`src/hdl/lab_pkg.sv`:
```
`default_nettype none
package lab_pkg;

  localparam int FRACTION_BITS = 8;

  // Field widths
  localparam int PIX_W = 8;
  localparam int L_W   = 15;
  localparam int AB_W  = 16;

  // Internal fixed point is Q30
  localparam int Q       = 30;
  localparam int LIN_W   = 31;
  localparam int COEF_W  = 24;
  localparam int PROD_W  = LIN_W + COEF_W;
  localparam int NUM_W   = 56;
  localparam int DEN_W   = 24;
  localparam int QUO_W   = 32;
  localparam int CBRT_W  = 31;
  localparam int SQ_W    = 33;
  localparam int CUBE_W  = 35;
  localparam int RAW_W   = 44;
  localparam int OUT_SH  = Q - FRACTION_BITS;

  // Constant divider: divisors lie between 2^23 and 2^24, dividends below 2^54
  localparam int REC_W  = 32;
  localparam int EST_W  = 2 * REC_W;
  localparam int DIV_SH = 22;
  localparam int REC_SH = 54;
  localparam int REM_W  = 27;

  // Pipeline depths
  localparam int DIV_LAT    = 3;
  localparam int CBRT_STEPS = CBRT_W;
  localparam int CIEF_LAT   = 2 * CBRT_STEPS;
  localparam int LINF_DLY   = CIEF_LAT - DIV_LAT - 1;
  localparam int PIPE_LAT   = 3 + DIV_LAT + CIEF_LAT + 2;

  // sRGB to XYZ matrix times 10^7, rows X, Y, Z
  localparam logic [COEF_W-1:0] MAT [3][3] = '{
    '{24'd4124564, 24'd3575761, 24'd1804375},
    '{24'd2126729, 24'd7151522, 24'd721750},
    '{24'd193339,  24'd1191920, 24'd9503041}
  };

  // White point divisors and their rounding halves
  localparam logic [DEN_W-1:0] WHITE_DEN [3] = '{24'd9504560, 24'd10000000, 24'd10887540};
  localparam logic [DEN_W-1:0] WHITE_HALF [3] = '{24'd4752280, 24'd5000000, 24'd5443770};

  // Reciprocals 2^54 / divisor of the white point
  localparam logic [REC_W-1:0] WHITE_REC [3] = '{
    REC_W'((64'd1 << REC_SH) / 64'd9504560),
    REC_W'((64'd1 << REC_SH) / 64'd10000000),
    REC_W'((64'd1 << REC_SH) / 64'd10887540)
  };

  // CIE f() constants; the linear divisor and dividend both carry 2^13
  localparam logic [QUO_W-1:0] F_THR = QUO_W'((64'd8856 << Q) / 64'd1000000);
  localparam logic [13:0]      F_LIN_K = 14'd9033;
  localparam int               F_LIN_SH = 13;
  localparam logic [DEN_W-1:0] F_LIN_D = DEN_W'(1160) << F_LIN_SH;
  localparam logic [REC_W-1:0] F_LIN_REC = REC_W'((64'd1 << REC_SH) / 64'(F_LIN_D));
  localparam logic [NUM_W-1:0] F_LIN_OFS = (NUM_W'(160) << Q) + NUM_W'(580);

  typedef logic [LIN_W-1:0] lin_rom_t [256];

  function automatic logic [63:0] qmul64(input logic [63:0] a, input logic [63:0] b);
    return (a * b + (64'd1 << (Q - 1))) >> Q;
  endfunction

  function automatic logic [63:0] pow5(input logic [63:0] y);
    logic [63:0] acc;
    acc = qmul64(y, y);
    acc = qmul64(acc, y);
    acc = qmul64(acc, y);
    return qmul64(acc, y);
  endfunction

  function automatic logic [LIN_W-1:0] lin_code(input int unsigned c);
    logic [63:0] c64;
    logic [63:0] t;
    logic [63:0] s;
    logic [63:0] y;
    logic [63:0] cand;
    logic [63:0] res;
    c64 = 64'(c & 32'hFF);
    if (c64 * 64'd100000 <= 64'd1031475) begin
      res = (((c64 * 64'd100) << Q) + 64'd164730) / 64'd329460;
    end else begin
      t = (((64'd1000 * c64 + 64'd14025) << Q) + 64'd134512) / 64'd269025;
      s = qmul64(t, t);
      y = '0;
      for (int k = 30; k >= 0; k--) begin
        cand = y | (64'd1 << k);
        if (cand <= (64'd1 << Q) && pow5(cand) <= s) begin
          y = cand;
        end
      end
      res = qmul64(s, y);
    end
    return LIN_W'(res);
  endfunction

  function automatic lin_rom_t build_lin_rom();
    lin_rom_t rom;
    for (int i = 0; i < 256; i++) begin
      rom[i] = lin_code(i);
    end
    return rom;
  endfunction

  localparam lin_rom_t LIN_ROM = build_lin_rom();

endpackage
`default_nettype wire

```
`src/hdl/lab_cdiv.sv`:
```
`default_nettype none
module lab_cdiv (
  input  wire logic                        clk,
  input  wire logic                        en,
  input  wire logic [lab_pkg::NUM_W-1:0]   num,
  input  wire logic [lab_pkg::DEN_W-1:0]   den,
  input  wire logic [lab_pkg::REC_W-1:0]   recip,
  output logic      [lab_pkg::QUO_W-1:0]   quo
);
  import lab_pkg::*;

  // Estimate the quotient by reciprocal multiplication (at most two low),
  // then fix it up from the remainder. Three stages.
  logic [REC_W-1:0] num_hi;
  logic [EST_W-1:0] est_full;
  logic [QUO_W-1:0] est_r;
  logic [REM_W-1:0] nlo_r;
  logic [REM_W-1:0] qd_lo;
  logic [QUO_W-1:0] qa_r;
  logic [REM_W-1:0] rem_r;
  logic [REM_W-1:0] den_1;
  logic [REM_W-1:0] den_2;
  logic [1:0]       fix;
  logic [QUO_W-1:0] quo_r;

  assign num_hi   = num[DIV_SH +: REC_W];
  assign est_full = EST_W'(num_hi) * EST_W'(recip);

  // Remainder is below three divisors, so its low bits suffice
  assign qd_lo = est_r[REM_W-1:0] * REM_W'(den);
  assign den_1 = REM_W'(den);
  assign den_2 = REM_W'(den) << 1;
  assign fix   = 2'(rem_r >= den_1) + 2'(rem_r >= den_2);

  always_ff @(posedge clk) begin
    if (en) begin
      est_r <= est_full[EST_W-1:REC_W];
      nlo_r <= num[REM_W-1:0];
      qa_r  <= est_r;
      rem_r <= nlo_r - qd_lo;
      quo_r <= qa_r + QUO_W'(fix);
    end
  end

  assign quo = quo_r;

endmodule
`default_nettype wire

```
`config.mk`:
```
export PLATFORM = sky130hd
export DESIGN_NAME = lab_cdiv
export DESIGN_NICKNAME = d
export VERILOG_FILES = /design/src/hdl/lab_pkg.sv /design/src/hdl/lab_cdiv.sv
export SDC_FILE = /design/constraint.sdc
export NUM_CORES = 2
export LEC_CHECK = 0
export BUFFER_PORTS_ARGS = -buffer_cell sky130_fd_sc_hd__buf_2
export CAP_MARGIN = 20
export CORE_MARGIN = 3
export CORE_UTILIZATION = 35
export DETAILED_ROUTE_END_ITERATION = 8
export PLACE_DENSITY_LB_ADDON = 0.1
export REMOVE_ABC_BUFFERS = 1
export SYNTH_ARGS = -nofsm -noshare
export SYNTH_HDL_FRONTEND = slang
export SYNTH_SLANG_ARGS = --single-unit
export TNS_END_PERCENT = 50
```
`constraint.sdc`:
```
create_clock -name clk -period 27.5 [get_ports clk]
set_clock_uncertainty 0.1 [all_clocks]
set_input_delay 5.5 -clock clk [delete_from_list [all_inputs] [get_ports clk]]
set_output_delay 5.5 -clock clk [all_outputs]
set_load 0.02 [all_outputs]
```
# [After elaboration in Yosys (flattened, before gate mapping)]
# Cells that the tools add are included.
[op_classes] addsub=3 mul=2 n_lt_le_gt_ge=2
[ops] cell="multiplier 32 x 32 -> 64 bit" n=1
[ops] cell="adder 32 x 2 -> 32 bit" n=1
[ops] cell="greater-or-equal comparator 27 x 24 -> 1 bit" n=1
[ops] cell="greater-or-equal comparator 27 x 25 -> 1 bit" n=1
[ops] cell="multiplier 27 x 24 -> 27 bit" n=1
[ops] cell="subtractor 27 bit" n=1
[ops] cell="adder 1 x 1 -> 2 bit" n=1
[word_totals] regBits=150 input_bits=114 output_inout_bits=32

# [Longest topological paths before layout]
[logic_depth] word_depth=3 mapped_depth=28 ltp_nobuf=27

# [Worst setup path after synthesis]
# Ideal clock, no wire load.
[synth_path] path_type="input-to-reg" start="in num[51] (netlist name)" end="reg est_r[28] (data pin)" arrival_time_ns=12.264 required_time_ns=27.141 path_slack_ns=14.878 path_stages=26 n_path_buf=1 cell_sequence="clkbuf_1 -> nand2_1 -> fa_1 -> inv_1 -> fa_1 -> inv_1 -> fa_1 -> fa_1 -> inv_1 -> fa_1 -> fa_1 -> fa_1 -> inv_1 -> fa_1 -> inv_1 -> ha_1 -> nand4_1 -> or3_4 -> nor4_2 -> a211o_2 -> o211ai_2 -> a21oi_2 -> o31ai_4 -> o311ai_4 -> a31oi_1 -> xnor2_1"
[synth_between] elab_chain_len=1
[synth_lines] item="from (decl)" line="lab_cdiv.sv:5" rtl="input wire logic [lab_pkg::NUM_W-1:0] num,"
[synth_lines] item="multiplier 32 x 32 -> 64 bit" line="lab_cdiv.sv:27" rtl="assign est_full = EST_W'(num_hi) * EST_W'(recip);"
[synth_lines] item="net est_full[60]" line="lab_cdiv.sv:15" rtl="logic [EST_W-1:0] est_full;"
[synth_lines] item="to (signal assigned)" line="lab_cdiv.sv:37" rtl="est_r <= est_full[EST_W-1:REC_W];"
[synth_lines] item="to (decl)" line="lab_cdiv.sv:16" rtl="logic [QUO_W-1:0] est_r;"
# The timed path passes the listed nets, and every way through them passes these cells.
# A chain may end at the register's enable or synchronous reset.

# [Final worst setup path]
[layout_path] start="in num[42] (netlist name)" end="reg est_r[13] (data pin)"
# Same word-level chain as after synthesis.

==> flow_summary.ini <==
[run_status]
status = completed

[cells_and_area]
n_fill_cell = 14393
fin_nets = 6862
drive_gt1_share_pct = 4.97
multi_input_area_um2 = 40500
seq_area_um2 = 4500
area_growth_pct = 6.43

[timing]
tightest_slew_ps = 1100
finalSetupViolations = 0
slew_headroom_pct = 26.7
fmax_mhz = 72.5
hold_viol_final = 0
rsz0062_at_grt = false
period_minus_slack_ps = 13800
period_share_pct = 50.2
slew_violations = 0
finalSetupTns_ps = 0

[clocking]
clk_path_buf_depth = 2
cts.sinks = 150
clock_latency_ps = 480
clkTransAtPathRegs_ps = 70
cts_hold_buf = 0
htreeDepth = 4
cts-root-buf = clkbuf_16
cts_resized = 0
numCtsBuffers = 17
tritoncts = done
cts_setup_buffers = 0

[worst_hold_path]
min_path_type = reg -> reg
hold_start = est_r[29]$_DFFE_PP_
holdPathEnd = qa_r[29]$_DFFE_PP_
holdPathStages = 0

[global_route]
grt_pass1_wl_um = 234000
grt_pass1_vias = 37217
grt_max_degree = 86
overflow = 0
antenna_found_initial = 8
grtUsageTotal_pct = 21.0

[synthesis]
synth_warnings = 0
syn_area_um2 = 50300
synth-edff-count = 150
synth_top_cell_area_share_pct = 47.9
synth.avg_cell_area_um2 = 9.75
syn_inst = 5161
postSynthRegisterBits = 150
seq_area_frac_synth_pct = 8.95
yosysUniqueCellTypes = 59
ys_top_cells_by_count = fa_1 (1203), inv_1 (1169), and2_1 (869)
synthTopCellsByArea = fa_1 (48%), and2_1 (11%), ha_1 (10%)
synthArstFlopShare_pct = 0
synth_top_cell_by_area = fa_1
ys.flop_type = edfxtp_1
synth_most_common_cell = fa_1

[route]
wl_per_cell_um = 21.4
dr.pass1.iters = 5
wl_met3_um = 5850
vias_per_cell = 4.80
route.detailed.drc = 0
met2WireLength_um = 71300
top_layer = met5
dr_total_vias = 33796
routed_wl_um = 150000
ant_nets = 0
first_iter_violations = 1745
met1_length_um = 71300

[worst_setup_path]
reg2reg_setup_slack_ps = 20420
cp_num_buf_inv = 3
r2r-end = rem_r[26]$_DFFE_PP_
critical_path_class = in -> reg
slowest_stage = buf_2
r2r-start = est_r[15]$_DFFE_PP_
cp.arrival_ps = 13910
cp_common_cell = fa_1
cp.required_ps = 27610
cp_slowest_stage_delay_ps = 780
cp_top_family = adder cells
crit_chain = buf_2 -> and2_1 -> fa_1 -> fa_1 -> inv_1 -> fa_1 -> fa_1 -> inv_1 -> fa_1 -> fa_1 -> fa_1 -> fa_1 -> ha_1 -> nand4_1 -> or3_4 -> o211ai_1 -> a211o_2 -> o21ai_0 -> nor2_1 -> a21boi_0 -> o21bai_1 -> a21oi_1 -> xnor2_1
end_kind = flip-flop
rr_worst_depth = 19
critPathLaunchType = input pin
crit_fanout = 32

[floorplanning]
core_area_um2 = 142000
dieArea_um2 = 148000
start_util_pct = 35.4
num_rows = 138
ioPinCount = 146
die_h_um = 385
die_w_um = 385

[placement]
dp_hpwl_um = 108000
gp_congestion = 0.834
io_buffers = 143

[flow_run]
maxCapViolCount = 0
-- how the worst max path moves through the flow --
stage,from,to,slack [ps],cells past startpoint
after floorplan,recip[11],est_r[28]$_DFFE_PP_,15140,24
after global placement,num[42],est_r[28]$_DFFE_PP_,13320,23
after detailed placement,num[42],est_r[28]$_DFFE_PP_,13300,25
after CTS,num[42],est_r[13]$_DFFE_PP_,13800,23
after global routing,recip[10],est_r[13]$_DFFE_PP_,13510,24
final,num[42],est_r[13]$_DFFE_PP_,13700,23
-- logic make-up after synthesis --
kind of cell             Yosys count  synth area share (%)
AO/OA/AOI/OAI                    225                  3.01
adder cells (fa/ha/maj)         1614                  58.1
buffers and inverters           1418                  10.6
multiplexers                       1                0.0199
flip-flops                       150                  8.95
AND/OR/NAND/NOR                 1613                  16.9
XOR/XNOR                         140                  2.44
-- routing by layer --
layer | up-vias | GRT usage [%]
li1 | 15068 | -
met4 | 2 | 3.17
met2 | 640 | 34.8
met1 | 17990 | 30.3
met5 | - | 0
met3 | 96 | 2.25
-- worst register-to-register path, cell delays in order (launching register included) --
cell      delay (ps)
edfxtp_1         670
and2_1           280
fa_1             510
inv_1             50
fa_1             480
fa_1             550
inv_1             50
fa_1             480
fa_1             540
fa_1             500
inv_1             60
fa_1             470
ha_1             230
or3_1            470
or3_1            330
a211oi_1         290
nor2_1           170
a211o_1          280
a21oi_1          170
xnor2_1          130
-- stage by stage --
step	area (um2)	instances	util [%]	worst slack, ps	hold WS [ps]
after floorplan	49400	4912	-	15140	300
after global placement	52900	7005	37.2	13320	304
after detailed placement	52900	7005	37.2	13300	305
after CTS	53500	7037	37.7	13800	323
after global routing	53500	7038	37.7	13510	332
final	53600	7044	37.7	13700	322
-- state kept, by name, summed over array words and instances (netlist names) --
| register | cells |
|---|---|
| nlo_r | 27 |
| rem_r | 27 |
| est_r | 32 |
| qa_r | 32 |
| quo | 32 |
-- cells in the final DEF (no fill, tap or decap), drive strengths merged, types with 3 or more instances in the layout --
cell / n
a211o: 3
a211oi: 8
a21boi: 5
a21o: 36
a21oi: 67
a221oi: 3
a31oi: 6
a41oi: 3
and2: 870
and3: 10
and4: 3
buf: 203
clkbuf: 17
clkinv: 5
diode: 7
edfxtp: 150
fa: 1203
ha: 411
inv: 1178
nand2: 577
nand2b: 10
nand3: 31
nand4: 20
nor2: 45
nor2b: 16
nor3: 12
nor4: 7
o211ai: 7
o21a: 28
o21ai: 41
o21bai: 5
o31ai: 3
or3: 7
xnor2: 109
xor2: 31
-- cell type report --
class | count | share of cell area, %
Timing Repair Buffer | 203 | 2.19
Clock inverter | 15 | 0.364
Multi-Input combinational cell | 3593 | 75.6
Inverter | 1169 | 8.19
Sequential cell | 150 | 8.41
Clock buffer | 17 | 0.794
Antenna cell | 7 | 0.0327
Tap cell | 1890 | 4.42
Power is not shown: default switching activity piles up to over one toggle a cycle in this logic, so the estimate is an artifact.
